<file path="src/hdl/scp_pkg.sv">
// ----------------------------------------------------------------------------
// scp_pkg
// shared types and constants of the sparse coordinate table
// ----------------------------------------------------------------------------
package scp_pkg;

    // parameter defaults
    localparam int DEF_CAPACITY   = 128;
    localparam int DEF_COORD_BITS = 8;
    localparam int DEF_VALUE_BITS = 64;

    // fixed port widths
    localparam int IN_COORD_W = 8;
    localparam int IN_VALUE_W = 64;
    localparam int LIMIT_W    = 9;
    localparam int REQ_W      = 2;
    localparam int STATUS_W   = 3;
    localparam int CFG_IDX_W  = 2;

    localparam logic [LIMIT_W-1:0] LIMIT_RESET = 9'd16;

    typedef enum logic [CFG_IDX_W-1:0] {
        CFG_ROW_LIMIT    = 2'd0,
        CFG_COLUMN_LIMIT = 2'd1
    } t_cfg_reg;

    typedef enum logic [REQ_W-1:0] {
        REQ_INSERT = 2'd0,
        REQ_REMOVE = 2'd1,
        REQ_LOOKUP = 2'd2
    } t_req;

    typedef enum logic [STATUS_W-1:0] {
        ST_ADDED   = 3'd0,
        ST_UPDATED = 3'd1,
        ST_REMOVED = 3'd2,
        ST_ABSENT  = 3'd3,
        ST_FULL    = 3'd4,
        ST_BOUNDS  = 3'd5,
        ST_FOUND   = 3'd6,
        ST_EMPTY   = 3'd7
    } t_status;

    typedef enum logic [1:0] {
        S_IDLE  = 2'd0,
        S_SCAN  = 2'd1,
        S_SHIFT = 2'd2
    } t_state;

    typedef struct packed {
        logic    done;
        t_status status;
    } t_resp;

endpackage

</file>
<file path="src/hdl/scp_ctrl.sv">
// ----------------------------------------------------------------------------
// scp_ctrl
// request sequencer: pipelined scan, in-place update, append, shift-down
// ----------------------------------------------------------------------------
module scp_ctrl #(
    parameter int CAPACITY = scp_pkg::DEF_CAPACITY,
    parameter int KW       = 8,
    parameter int VW       = scp_pkg::DEF_VALUE_BITS,
    parameter int AW       = 7,
    parameter int CW       = 8
) (
    input  logic                   i_clk,
    input  logic                   i_rst_n,
    input  logic                   i_start,
    output logic                   o_busy,
    input  logic [scp_pkg::REQ_W-1:0] i_op,
    input  logic [KW-1:0]          i_row,
    input  logic [KW-1:0]          i_col,
    input  logic [VW-1:0]          i_val,
    input  logic                   i_oob,
    output scp_pkg::t_resp         o_resp,
    output logic [VW-1:0]          o_found,
    output logic [CW-1:0]          o_count,
    output logic                   o_rd_en,
    output logic [AW-1:0]          o_rd_addr,
    input  logic [2*KW+VW-1:0]     i_rd_data,
    output logic                   o_wr_en,
    output logic [AW-1:0]          o_wr_addr,
    output logic [2*KW+VW-1:0]     o_wr_data
);

    scp_pkg::t_state        r_state, n_state;
    logic [scp_pkg::REQ_W-1:0] r_op, n_op;
    logic [KW-1:0]          r_row, n_row;
    logic [KW-1:0]          r_col, n_col;
    logic [VW-1:0]          r_val, n_val;
    logic [CW-1:0]          r_count, n_count;
    logic [CW-1:0]          r_idx, n_idx;
    logic                   r_pend, n_pend;
    logic [CW-1:0]          r_pend_idx, n_pend_idx;
    logic                   r_done, n_done;
    scp_pkg::t_status       r_status, n_status;
    logic [VW-1:0]          r_found, n_found;

    logic          w_match;
    logic          w_last;
    logic          w_hit;
    logic          w_miss;
    logic          w_issue;
    logic          w_shift_end;
    logic [CW-1:0] w_prev_idx;

    assign w_match     = (i_rd_data[2*KW+VW-1 -: KW] == r_row)
                      && (i_rd_data[VW +: KW] == r_col);
    assign w_last      = (r_pend_idx == r_count - CW'(1));
    assign w_hit       = r_pend && w_match;
    assign w_miss      = (r_count == '0) || (r_pend && !w_match && w_last);
    assign w_issue     = (r_idx < r_count);
    assign w_shift_end = !r_pend && !w_issue;
    assign w_prev_idx  = r_pend_idx - CW'(1);

    // next state
    always_comb begin
        n_state = r_state;
        case (r_state)
            scp_pkg::S_IDLE: begin
                if (i_start && !i_oob) begin
                    n_state = scp_pkg::S_SCAN;
                end
            end
            scp_pkg::S_SCAN: begin
                if (w_hit) begin
                    n_state = (r_op == scp_pkg::REQ_REMOVE) ? scp_pkg::S_SHIFT
                                                            : scp_pkg::S_IDLE;
                end else if (w_miss) begin
                    n_state = scp_pkg::S_IDLE;
                end
            end
            scp_pkg::S_SHIFT: begin
                if (w_shift_end) begin
                    n_state = scp_pkg::S_IDLE;
                end
            end
            default: n_state = scp_pkg::S_IDLE;
        endcase
    end

    // datapath and memory control
    always_comb begin
        n_op       = r_op;
        n_row      = r_row;
        n_col      = r_col;
        n_val      = r_val;
        n_count    = r_count;
        n_idx      = r_idx;
        n_pend     = r_pend;
        n_pend_idx = r_pend_idx;
        n_done     = 1'b0;
        n_status   = r_status;
        n_found    = r_found;
        o_rd_en    = 1'b0;
        o_rd_addr  = r_idx[AW-1:0];
        o_wr_en    = 1'b0;
        o_wr_addr  = r_pend_idx[AW-1:0];
        o_wr_data  = {r_row, r_col, r_val};
        case (r_state)
            scp_pkg::S_IDLE: begin
                if (i_start) begin
                    n_op   = i_op;
                    n_row  = i_row;
                    n_col  = i_col;
                    n_val  = i_val;
                    n_idx  = '0;
                    n_pend = 1'b0;
                    if (i_oob) begin
                        n_done   = 1'b1;
                        n_status = scp_pkg::ST_BOUNDS;
                        n_found  = '0;
                    end
                end
            end
            scp_pkg::S_SCAN: begin
                if (w_hit) begin
                    case (r_op)
                        scp_pkg::REQ_INSERT: begin
                            o_wr_en  = 1'b1;
                            n_done   = 1'b1;
                            n_status = scp_pkg::ST_UPDATED;
                            n_found  = '0;
                        end
                        scp_pkg::REQ_REMOVE: begin
                            n_idx  = r_pend_idx + CW'(1);
                            n_pend = 1'b0;
                        end
                        default: begin
                            n_done   = 1'b1;
                            n_status = scp_pkg::ST_FOUND;
                            n_found  = i_rd_data[VW-1:0];
                        end
                    endcase
                end else if (w_miss) begin
                    n_done  = 1'b1;
                    n_found = '0;
                    n_pend  = 1'b0;
                    case (r_op)
                        scp_pkg::REQ_INSERT: begin
                            if (r_count < CW'(CAPACITY)) begin
                                o_wr_en   = 1'b1;
                                o_wr_addr = r_count[AW-1:0];
                                n_count   = r_count + CW'(1);
                                n_status  = scp_pkg::ST_ADDED;
                            end else begin
                                n_status  = scp_pkg::ST_FULL;
                            end
                        end
                        scp_pkg::REQ_REMOVE: n_status = scp_pkg::ST_ABSENT;
                        default:             n_status = scp_pkg::ST_EMPTY;
                    endcase
                end else if (w_issue) begin
                    o_rd_en    = 1'b1;
                    n_pend     = 1'b1;
                    n_pend_idx = r_idx;
                    n_idx      = r_idx + CW'(1);
                end else begin
                    n_pend = 1'b0;
                end
            end
            scp_pkg::S_SHIFT: begin
                // entry k+1 arrives and lands in slot k
                if (r_pend) begin
                    o_wr_en   = 1'b1;
                    o_wr_addr = w_prev_idx[AW-1:0];
                    o_wr_data = i_rd_data;
                end
                if (w_issue) begin
                    o_rd_en    = 1'b1;
                    n_pend     = 1'b1;
                    n_pend_idx = r_idx;
                    n_idx      = r_idx + CW'(1);
                end else begin
                    n_pend = 1'b0;
                end
                if (w_shift_end) begin
                    n_count  = r_count - CW'(1);
                    n_done   = 1'b1;
                    n_status = scp_pkg::ST_REMOVED;
                    n_found  = '0;
                end
            end
            default: begin
                n_pend = 1'b0;
            end
        endcase
    end

    always_ff @(posedge i_clk) begin
        if (!i_rst_n) begin
            r_state <= scp_pkg::S_IDLE;
            r_count <= '0;
            r_idx   <= '0;
            r_pend  <= 1'b0;
            r_done  <= 1'b0;
        end else begin
            r_state <= n_state;
            r_count <= n_count;
            r_idx   <= n_idx;
            r_pend  <= n_pend;
            r_done  <= n_done;
        end
    end

    always_ff @(posedge i_clk) begin
        r_op       <= n_op;
        r_row      <= n_row;
        r_col      <= n_col;
        r_val      <= n_val;
        r_pend_idx <= n_pend_idx;
        r_status   <= n_status;
        r_found    <= n_found;
    end

    assign o_busy        = (r_state != scp_pkg::S_IDLE);
    assign o_resp.done   = r_done;
    assign o_resp.status = r_status;
    assign o_found       = r_found;
    assign o_count       = r_count;

endmodule
</file>
<file path="config.mk">
export PLATFORM = sky130hd
export DESIGN_NAME = scp_ctrl
export DESIGN_NICKNAME = d
export VERILOG_FILES = /design/src/hdl/scp_pkg.sv /design/src/hdl/scp_ctrl.sv
export SDC_FILE = /design/constraint.sdc
export NUM_CORES = 1
export LEC_CHECK = 0
export BUFFER_PORTS_ARGS = -buffer_cell sky130_fd_sc_hd__buf_2
export CAP_MARGIN = 30
export CORE_MARGIN = 5
export CORE_UTILIZATION = 45
export CTS_BUF_LIST = sky130_fd_sc_hd__clkbuf_4
export DETAILED_ROUTE_END_ITERATION = 6
export PLACE_DENSITY = 0.86
export SLEW_MARGIN = 20
export SYNTH_ARGS = -nofsm -noshare
export SYNTH_HDL_FRONTEND = slang
export SYNTH_SLANG_ARGS = --single-unit
</file>
<file path="constraint.sdc">
create_clock -name i_clk -period 9.1 [get_ports i_clk]
set_input_delay 1.82 -clock i_clk [delete_from_list [all_inputs] [get_ports i_clk]]
set_output_delay 1.82 -clock i_clk [all_outputs]
set_load 0.1 [all_outputs]
</file>
==> impl.org, run 1 <==
** Synth
- Summing the areas of all and, or, nand and nor instances in the mapped netlist gives 12.2% of the synthesized area.
- The synthesized design contains 157 enable-type register cells.
- Summing the areas of all xor and xnor instances in the mapped netlist gives 3.21% of the synthesized area.
- After synthesis, the netlist uses 58 different library cells.
- For this run, the leading register cell type out of synthesis is edfxtp_1.
- After synthesis, the mean cell area works out to 13.1 um^2.
- Post-synthesis cell count :: 670
- Combinational family with the most area after synthesis :: simple AND/OR/NAND/NOR gates
- Sequential elements use 58.5% of the synthesized area.
- The Yosys step of the flow raised 0 warnings.
- Net count of the mapped netlist :: 853
- Post-synth design cell area :: 8740 um^2
- The synthesized design contains 177 register bits.
- Synthesized-area fraction occupied by ao, oa, aoi and oai cells :: 8.34%
- Share of synthesized registers carrying an async set or reset :: 0%
- Measured against the total synthesized area, the mux share comes to 11.7%.
- Of the total synthesized cell area, the portion taken by full adders, half adders and majority gates is 2.43%.

** Clock tree
- The root buffer cell chosen for the clock tree is clkbuf_4.
- The H-tree was split into 4 levels.
- Postcts setup bufs :: 0
- Clock tree from TritonCTS :: done
- Counting along the longest clock path gives a buffer depth of 2.
- Clock sink count :: 177
- CTS buffer count :: 17
- Clock latency on the worst-skew pair, taken at its later pin, is 0.58 ns.
- Hold buffer count at cts :: 0
- Clock transition at path regs :: 0.15 ns
- Number of gates resized after CTS :: 0

** GRT
- All-layer global routing usage :: 22.3%
- Number of antenna violations at the first check in global routing :: 2
- After global routing the overflow that remains totals 0.
- Entering global routing, the biggest net connects 65 pins.
- Number of global-route vias before repair :: 6842
- The first global-routing pass estimated 38400 um of wire.

** Timing
- The clock arrives with 0.0346 ns of skew.
- The worst path uses 66.9% of the clock period.
- Setup repair after global routing left no endpoint under its margin.
- Pins over their slew limit :: 0
- At the pin with the least slew margin, the transition time is 0.989 ns.
- The count of endpoints failing hold in the final timing report is 0.
- Worst Hold Margin :: 0.529 ns
- Number of failing setup endpoints in the final timing report :: 0
- Fmax :: 0.164 GHz
- Max-slew headroom at the worst pin :: 34.1%
- For the finished layout, the period the worst path requires is 6.09 ns.
- Summed over all failing endpoints, the final setup total negative slack is 0 ns.

** Power and ir drop
- The analysis attributes to cell leakage a power of 0.00458 uW.
- Worst vdd ir :: 0.109 mV
- Cell Pwr Density :: 190 nW/um^2

** Floorplan
- The floorplan step set the die width to 149 um.
- IO Count :: 339
- DIE AREA :: 22300 um^2
- Die outline height :: 149 um
- Row Count :: 51
- The floorplan step defined a core boundary enclosing 19300 um^2.
- Initial Utilization :: 45.4%

** Setup path
- Nature of the critical path endpoint :: output port
- Worst Path Arrival :: 4.27 ns
- In this run the worst path has a maximum fanout of 9.
- Register-to-Register Path Depth :: 11
- Startpoint-to-endpoint class of the critical path :: in2out
- At the worst endpoint, the required time is 7.28 ns.
- Startpoint type of the worst setup path :: primary input

** Outcome
- The flow ran to the end, and the final reports show no timing, DRC or antenna violations.

** Final layout
- The area growth from synthesis to layout is 25.3%.
- Across the whole layout, storage elements account for 5110 um^2.
- The multi-input combinational cells in the finished layout cover a total of 3340 um^2.
- Fill cells in the final layout number 1645.
- Net count reported at finish :: 1171
- Proportion of layout cells with a drive suffix above 1 :: 47.7%

** Detailed routing
- The pre-antenna-repair detailed-routing pass consisted of 5 iterations.
- For this block, the initial DRC count from the detailed router was 550.
- After detailed routing, the average wire length per cell comes to 20.2 um.
- Across all layers, the routed design uses 6828 vias.
- The detail route stage leaves a number of antenna-violating nets equal to 0.
- Post-Route WL :: 25600 um
- For this run, design rule violations remaining after detail routing come to 0.
- Dividing the detail-routed via count by the number of cells gives 5.38.

** Hold path
- The worst hold path belongs to the class reg2reg.
- Number of instances on the worst hold path :: 2

** Job
- MaxCap Viol Count :: 0

** Placed design
- Hpwl dp :: 19700 um
- Placer congestion estimate :: 0.961
- During placement, the flow inserted port buffers numbering 338.
[placed cells by master, fill, tap and decap left out, drive strengths merged, types with 13 or more instances in the layout]
cell      n
buf     343
dfxtp    20
inv      33
nand4    13
nand2    41
a21oi    19
edfxtp  157
mux2     81
xnor2    24
and2     67
ha       17
nor2     13
clkbuf   17
nand3    22
[cells in the mapped netlist (all sizes together), types with 11 or more instances]
cell    instances  area share, %
edfxtp        157             54
mux2           81             10
and2           67            4.8
nand2          41            1.8
clkbuf         27            1.2
inv            26            1.1
xnor2          24            2.4
nand3          22            1.3
dfxtp          20            4.6
a21oi          19            1.1
buf            17            1.3
ha             17            2.4
nand4          13           0.93
nor2           13           0.59
mux2i          11            1.3
[logic make-up after synthesis]
family	Yosys count
AND/OR/NAND/NOR	192
XOR/XNOR	32
AO/OA/AOI/OAI	90
buffers and inverters	70
adder cells (fa/ha/maj)	17
multiplexers	92
flip-flops	177
[layout make-up]
type / instances / area share, %
antenna: 2 / 0.0457
multi-input combinational: 423 / 30.5
inverter: 26 / 0.891
timing repair buffer: 343 / 16.2
tap: 265 / 3.03
clock buffer: 17 / 1.17
clock inverter: 15 / 1.55
sequential: 177 / 46.7
[routing by layer]
layer | vias to the layer above | routed length [um] | global-route usage, %
met5 | - | 0 | 0
met4 | 0 | 637 | 7.55
met3 | 48 | 1990 | 5.50
met2 | 362 | 13200 | 37.2
met1 | 3281 | 9730 | 28.6
li1 | 3137 | - | -
[through the flow]
step	power [uW]	util [%]	cell area [um^2]	cells	worst slack, ns
2_1_floorplan	1520	-	8740	670	1.07
3_3_place_gp	1640	55.0	10600	1232	3.10
3_5_place_dp	1650	55.3	10700	1234	3.04
4_1_cts	2100	56.8	10900	1266	3.04
5_1_grt	2160	56.8	11000	1267	2.86
6_report	2080	56.8	11000	1268	3.01
[sequential cells by signal (all words and copies together) (netlist names)]
signal	cells
o_found	64
r_val	64
o_count	8
r_col	8
r_idx	8
r_pend_idx	8
r_row	8
r_status	3
r_op	2
r_state	2
r_done	1
r_pend	1
[worst paths after layout]
check | to | slack, ns | start
min reg2reg | r_state[1] | 0.53 | r_state[1]
max reg2reg | o_found[3] | 5.06 | o_count[0]
max | o_wr_addr[0] | 3.01 | i_rd_data[64]
min | r_state[1] | 0.53 | r_state[1]
[critical path, stage by stage]
cell	delay (ns)
buf_2	0.11
xnor2_1	0.17
nand4_1	0.19
nor4_4	0.55
nand2_1	0.31
o2111ai_4	0.29
nor2_2	0.14
a221o_1	0.38
buf_2	0.30
[power breakdown]
group | switching, uW | leakage, uW | internal [uW]
logic | 546 | 0.00272 | 107
clock network | 327 | 0.000153 | 129
registers | 21.3 | 0.00170 | 955
total | 894 | 0.00458 | 1190
No activity file was read; power rests on OpenSTA's default activity.
==> run 2, diff against run 1 <==
==> constraint.sdc (replaced) <==
create_clock -name i_clk -period 5.66 [get_ports i_clk]
set_input_delay 1.132 -clock i_clk [delete_from_list [all_inputs] [get_ports i_clk]]
set_output_delay 1.132 -clock i_clk [all_outputs]
set_load 0.1 [all_outputs]
==> run 2 against run 1 <==
Against the previous run: via count hardly changed; hold slack lost 0.0073 ns; flip-flop and latch count unchanged; final cell count hardly changed; power increased by 61%; critical endpoint unchanged; sequential share of layout area grew 0.064 points; sequential power grew 61%.
==> impl.org, run 2 (synthesis gave the netlist of run 1 again) <==
** Floorplan
- Row Count :: 51 (unchanged)
- The die footprint was 22300 um^2 (unchanged).
- The core box area was 19300 um^2 (unchanged).
- Die boundary width :: 149 um (unchanged)
- The starting density of the core came to 45.4% (unchanged).
- The die span in y is 149 um (unchanged).
- IO Count :: 339 (unchanged)

** Setup path
- The worst path required time came to 4.53 ns (-2.75 ns).
- Slowest CP cell :: dfxtp_1
- By startpoint and endpoint, the worst setup path is classified as reg2out.
- Worst Path Arrival :: 4.06 ns (-0.21 ns)
- The critical path starts at o_count[0].
- Startpoint type of the worst setup path :: flip-flop
- The delay of the slowest cell on the worst path came to 0.63 ns (+0.08 ns).
- Maximum fanout encountered on the critical timing path :: 12 (+3)
- The worst setup path is captured at an output port.
- The critical path goes through inv_1 -> ha_1 -> xnor2_1 -> nor3_1 -> o211ai_1 -> a2111oi_4 -> o2111ai_4 -> nor2_2 -> a221o_1 -> buf_2.
- FF-to-FF Start :: o_count[5]

** Clock tree
- CTS placed an instance of clkbuf_4 at the clock tree root.
- Clock transition at path regs :: 0.17 ns (+0.02 ns)
- The number of post-CTS setup repair buffers was 0 (unchanged).
- The count of cells resized by post-cts repair came to 0 (unchanged).
- The number of H-tree levels came to 4 (unchanged).
- Hold buffer count at cts :: 0 (unchanged)
- The clock insertion delay at the later pin of the skew report was 0.58 ns (about the same).
- The clock sink count was 177 (unchanged).
- TritonCTS built the clock tree.
- CTS buffer count :: 17 (unchanged)
- Max Buffers Root-to-Sink :: 2 (unchanged)

** Timing
- The aggregate negative setup slack was 0 ns (unchanged).
- Setup repair after global routing left no endpoint under its margin.
- The number of max-slew violations in the final report is 0 (unchanged).
- The count of endpoints failing hold in the final timing report was 0 (unchanged).
- Fmax :: 0.192 GHz
- Fin crit share :: 91.8%
- The worst setup skew after layout came to 0.0372 ns (+0.00268 ns).
- Final min period :: 5.20 ns
- Actual slew at the worst max-slew pin :: 0.952 ns (-0.0363 ns)
- Max-slew headroom at the worst pin :: 35.8% (+1.7 points)
- Number of failing setup endpoints in the final timing report :: 0 (unchanged)

** Detailed routing
- Detailed Route Iter0 Violations :: 574 (+4.4%)
- The number of iterations in the first detailed-routing pass is 5 (unchanged).
- The number of vias per cell after detailed routing was 5.39 (+0.12%).
- Remaining number of nets flagged by the antenna check after routing :: 0 (unchanged)
- The total via count after detailed routing is 6831 (+0.044%).
- Residual DRC count :: 0 (unchanged)
- The final routed wire length divided by cell count came to 20.6 um (+2.0%).
- The routed wire length came to 26100 um (+1.9%).

** Placed design
- Placer congestion estimate :: 0.994 (+3.4%)
- The port buffer count was 338 (unchanged).
- The area of placed instances came to 10600 um^2 (about the same).
- Hpwl dp :: 19900 um (+1.4%)
- Number of cells in the design after placement :: 1234 (unchanged)

** GRT
- The maximum number of pins on one net before global-route repair came to 68 (+4.6%).
- The global router's overall resource usage was 23.0% (+0.66 points).
- The global-route wire length before repair came to 39000 um (+1.5%).
- Number of antenna violations at the first check in global routing :: 2 (unchanged)
- Total congestion overflow :: 0 (unchanged)
- The via count of the first global-routing pass was 6796 (-0.67%).

** Power and ir drop
- The overall power consumption came to 3360 uW (+61%).
- Leakage component of the power :: 0.00457 uW (-0.12%)
- Cell Pwr Density :: 307 nW/um^2 (+61%)
- The worst IR drop on VDD came to 0.201 mV (+85%).

** Outcome
- Run status :: finished clean

** Final layout
- The library cell used most frequently in the layout, excluding fill and tap cells, is buf_2.
- Layout overhead on the synthesized area :: 25.1%
- The non-filler instance count after layout was 1267 (-0.079%).
- Cell area after layout :: 10900 um^2 (-0.14%)
- The ratio of cells with drive above 1 in the final layout came to 47.8% (+0.10 points).
- Most frequent cells in the layout :: buf_2 (338), edfxtp_1 (157), mux2_2 (81), and2_1 (64), nand2_1 (40)
- Net count reported at finish :: 1171 (unchanged)

** Job
- The number of max-cap violations was 0 (unchanged).

** Hold path
- Worst min-delay path class :: reg2reg
- Hold_sp :: r_state[1]
==> run 2: cell count changes in the layout (fill, tap and decap cells not counted), sizes merged <==
cell / change
inv: +1
diode: -1
clkbuf: +1
clkinv: -1
clkinvlp: -1
==> run 2: final cells by class <==
type                       count  area (um^2)
fill                        1609         8330
sequential                   177         5110
multi-input combinational    423         3350
timing repair buffer         343         1750
tap                          265          332
clock inverter                14          159
clock buffer                  18          135
inverter                      26         97.6
antenna                        1         2.50
==> run 2: power breakdown <==
group          total [uW]  switching, uW  internal (uW)
clock network         739            528            212
logic                1050            878            169
registers            1570           35.3           1540
total                3360           1440           1920
==> run 2: worst max-delay path: cells and delay by family, from the launching register on <==
family / cells / cell delay (ns)
xor gates and xnor gates: 1 / 0.14
AOI/OAI and AO/OA: 4 / 1.24
buffers and inverters: 2 / 0.61
DFF: 1 / 0.63
adders and majority gates: 1 / 0.36
and+or+nand+nor: 2 / 0.52
==> run 2: worst paths after layout <==
| path | slack [ns] | endpoint | cells past startpoint |
|---|---|---|---|
| max | 0.46 | o_wr_addr[0] | 10 |
| min | 0.52 | r_state[1] | 2 |
| max reg2reg | 1.71 | o_found[12] | 9 |
| min reg2reg | 0.52 | r_state[1] | 2 |
==> run 2: layer usage <==
| layer | vias to the layer above | wire (um) | GRT usage, % |
|---|---|---|---|
| met5 | - | 20 | 0 |
| met4 | 2 | 557 | 6.86 |
| met3 | 50 | 1940 | 5.93 |
| met2 | 334 | 13500 | 39.0 |
| met1 | 3307 | 10100 | 28.9 |
| li1 | 3138 | - | - |
==> run 2: metrics by stage <==
step / util (%) / worst slack [ns] / hold slack [ns]
after floorplan: - / 0.0628 / 0.468
after global placement: 55.1 / 0.988 / 0.488
after detailed placement: 55.2 / 0.872 / 0.497
after CTS: 56.8 / 0.465 / 0.520
after global routing: 56.8 / 0.109 / 0.569
final: 56.8 / 0.464 / 0.521
==> run 3, diff against run 2 <==
--- a/config.mk
+++ b/config.mk
@@ -8,10 +8,10 @@
 export BUFFER_PORTS_ARGS = -buffer_cell sky130_fd_sc_hd__buf_2
 export CAP_MARGIN = 30
 export CORE_MARGIN = 5
-export CORE_UTILIZATION = 45
+export CORE_UTILIZATION = 30
 export CTS_BUF_LIST = sky130_fd_sc_hd__clkbuf_4
 export DETAILED_ROUTE_END_ITERATION = 6
-export PLACE_DENSITY = 0.86
+export PLACE_DENSITY = 0.65
 export SLEW_MARGIN = 20
 export SYNTH_ARGS = -nofsm -noshare
 export SYNTH_HDL_FRONTEND = slang
==> constraint.sdc (replaced) <==
create_clock -name i_clk -period 5.9 [get_ports i_clk]
set_input_delay 1.18 -clock i_clk [delete_from_list [all_inputs] [get_ports i_clk]]
set_output_delay 1.18 -clock i_clk [all_outputs]
set_load 0.1 [all_outputs]
==> run 3 against run 2 <==
Against the previous run: first-iteration DRC count fell by 5.6%; non-clock buffer count rose by 2; sequential power fell by 4%; global-route usage fell by 6.6 points.
==> impl.org, run 3 (synthesis gave the netlist of run 1 again) <==
** Job
- MaxCap Viol Count :: 0 (unchanged)

** Detailed routing
- The final routed DRC violation total was 0 (unchanged).
- The total via count after detailed routing came to 6722 (-1.6%).
- The final routed wire length divided by cell count came to 19.8 um (-3.8%).
- The number of antenna-violating nets in the routed design is 0 (unchanged).
- Number of search-and-repair iterations in the first detailed-routing pass :: 5 (unchanged)
- The number of DRC violations after detailed-routing iteration 0 came to 542 (-5.6%).
- The number of vias per cell after detailed routing is 4.84 (-10%).
- The routed wire length is 27500 um (+5.4%).

** Timing
- For this run, the top clock speed supported by timing is 0.189 GHz.
- The count of endpoints failing hold in the final timing report is 0 (unchanged).
- The slew at the pin closest to its max-slew limit was 0.892 ns (-0.0604 ns).
- The worst setup skew after layout is 0.0407 ns (+0.00345 ns).
- The number of max-slew violations in the final report was 0 (unchanged).
- Setup repair after global routing left no endpoint under its margin.
- The final worst slack is 0.603 ns (+0.138 ns).
- The worst slew margin relative to its limit came to 40.5% (+4.7 points).
- Fin crit share :: 89.8%
- Number of failing setup endpoints in the final timing report :: 0 (unchanged)
- The minimum hold slack was 0.517 ns (-0.00435 ns).
- Fin Setup TNS :: 0 ns (unchanged)
- The smallest clock period supported by the final layout is computed as 5.30 ns.

** GRT
- The via count of the first global-routing pass was 6808 (+0.18%).
- The remaining global-route overflow is 0 (unchanged).
- Met2 routing resource usage after global routing :: 27.4% (-12 points)
- The fraction of met1 tracks used by global routing is 21.2% (-7.7 points).
- Wire length of the first global-routing pass :: 41600 um (+6.8%)
- The met3 track utilization from global routing is 4.38% (-1.5 points).
- Pin count of the biggest net entering global routing :: 58 (-15%)
- Global route hottest layer :: met2
- All-layer global routing usage :: 16.4% (-6.6 points)
- Number of antenna violations at the first check in global routing :: 7 (+5)

** Clock tree
- Clock sink count :: 177 (unchanged)
- Hold buffer count at cts :: 0 (unchanged)
- Number of gates resized after CTS :: 0 (unchanged)
- Clock transition at path regs :: 0.20 ns (+0.03 ns)
- CTS buffer count :: 17 (unchanged)
- The number of post-CTS setup repair buffers was 0 (unchanged).
- The buffer depth of the longest clock path came to 2 (unchanged).
- Insertion delay to the later sink of the worst-skew pair :: 0.58 ns (about the same)
- The tree is rooted in a clkbuf_4.
- TritonCTS built the clock tree.
- The number of H-tree levels was 4 (unchanged).

** Floorplan
- Core area :: 28800 um^2 (+49%)
- Row Count :: 62 (+22%)
- IO Count :: 339 (unchanged)
- Die boundary width :: 181 um (+21%)
- DIE AREA :: 32700 um^2 (+46%)
- Initial Utilization :: 30.4% (-15 points)
- Die outline height :: 181 um (+21%)

** Power and ir drop
- Cell Pwr Density :: 293 nW/um^2 (-4.4%)
- Worst vdd ir :: 0.146 mV (-27%)
- Leakage component of the power :: 0.00459 uW (+0.50%)

** Hold path
- End point of the worst hold path :: r_state[1]
- Worst min-delay path class :: reg2reg
- Number of instances on the worst hold path :: 2 (unchanged)
- Hold_sp :: r_state[1]

** Setup path
- Nature of the critical path endpoint :: output port
- The number of cells traversed by the worst register-to-register path is 11 (+2).
- Endpoint of the worst register-to-register path :: o_found[45]
- Critical Path RT :: 4.72 ns (+0.19 ns)
- The maximum fanout encountered on the critical timing path is 12 (unchanged).
- Flop-to-flop setup slack :: 1.82 ns (+0.11 ns)
- By startpoint and endpoint, the worst setup path is classified as reg2out.
- Startpoint type of the worst setup path :: flip-flop
- FF-to-FF Start :: o_count[0]
- The arrival time of the worst setup path is 4.12 ns (+0.06 ns).

** Final layout
- Leading cell type in the layout, fill and taps excluded :: buf_2
- The register area is 5110 um^2 (unchanged).
- Total of fill cells in the finished design :: 2826 (+76%)
- Number of standard cells in the layout, taps in and fillers out :: 1388 (+9.6%)
- Proportion of layout cells with a drive suffix above 1 :: 47.8% (about the same)
- Area of the multi-input gates :: 3340 um^2 (-0.15%)
- Net count reported at finish :: 1173 (+0.17%)
- The area growth from synthesis to layout is 27.3%.
- Leaving out fill and tap cells, the most frequent cells in the layout are buf_2 (338), edfxtp_1 (157), mux2_2 (81), and2_1 (64), nand2_1 (40).

** Placed design
- The placed wire-length estimate after detailed placement is 21100 um (+5.8%).
- Worst setup slack after placement :: 1.04 ns (+0.168 ns)
- Number of cells in the design after placement :: 1354 (+9.7%)
- The port buffer count came to 338 (unchanged).
- Placer congestion estimate :: 0.937 (-5.7%)

** Outcome
- Run status :: finished clean
-- run 3: changes by cell type in the layout (fill, tap and decap cells not counted), sizes merged --
cell,change
clkinvlp,-1
clkinv,+2
buf,+2
clkbuf,-1
-- run 3: how the worst max path moves through the flow --
stage	from	endpoint	slack, ns	cells after the start
floorplan	o_count[0]	o_rd_en	0.04	11
finish	o_count[0]	o_wr_addr[6]	0.60	10
global placement	i_rd_data[68]	o_wr_addr[6]	1.08	9
CTS	o_count[0]	o_wr_addr[6]	0.59	10
global route	o_count[0]	o_wr_addr[6]	0.32	10
detailed placement	i_rd_data[68]	o_wr_addr[6]	1.04	9
-- run 3: power breakdown --
part	switching [uW]	internal, uW
Clock	546	211
Sequential	29.9	1470
Combinational	845	164
Total	1420	1850
-- run 3: worst max-delay path, stage by stage (launching register included) --
cell and delay [ns]:
dfxtp_1 0.66, inv_1 0.18, ha_1 0.35, xnor2_1 0.17, a21oi_1 0.16, o21ai_0 0.15
a2111oi_4 0.56, o2111ai_4 0.27, nor2_2 0.34, a211o_1 0.24, buf_2 0.45
-- run 3: per-stage QoR --
step	total power (uW)	instance area, um^2	util (%)
floorplan	2330	8760	-
global placement	2540	10800	37.4
detailed placement	2540	10800	37.5
CTS	3310	11100	38.6
global route	3400	11100	38.7
finish	3270	11100	38.7
-- run 3: metal layers --
metal / up-vias / share of wire (%)
met4: 12 / 1.7
met3: 42 / 7.0
met5: - / 0.30
li1: 3152 / -
met1: 3221 / 41
met2: 295 / 50
-- run 3: cell type report --
cell class	instances	area share, %
tap	384	4.31
antenna	1	0.0225
clock inverter	15	1.76
timing repair buffer	345	15.9
multi-input combinational	423	30.0
sequential	177	45.9
inverter	26	0.876
clock buffer	17	1.15
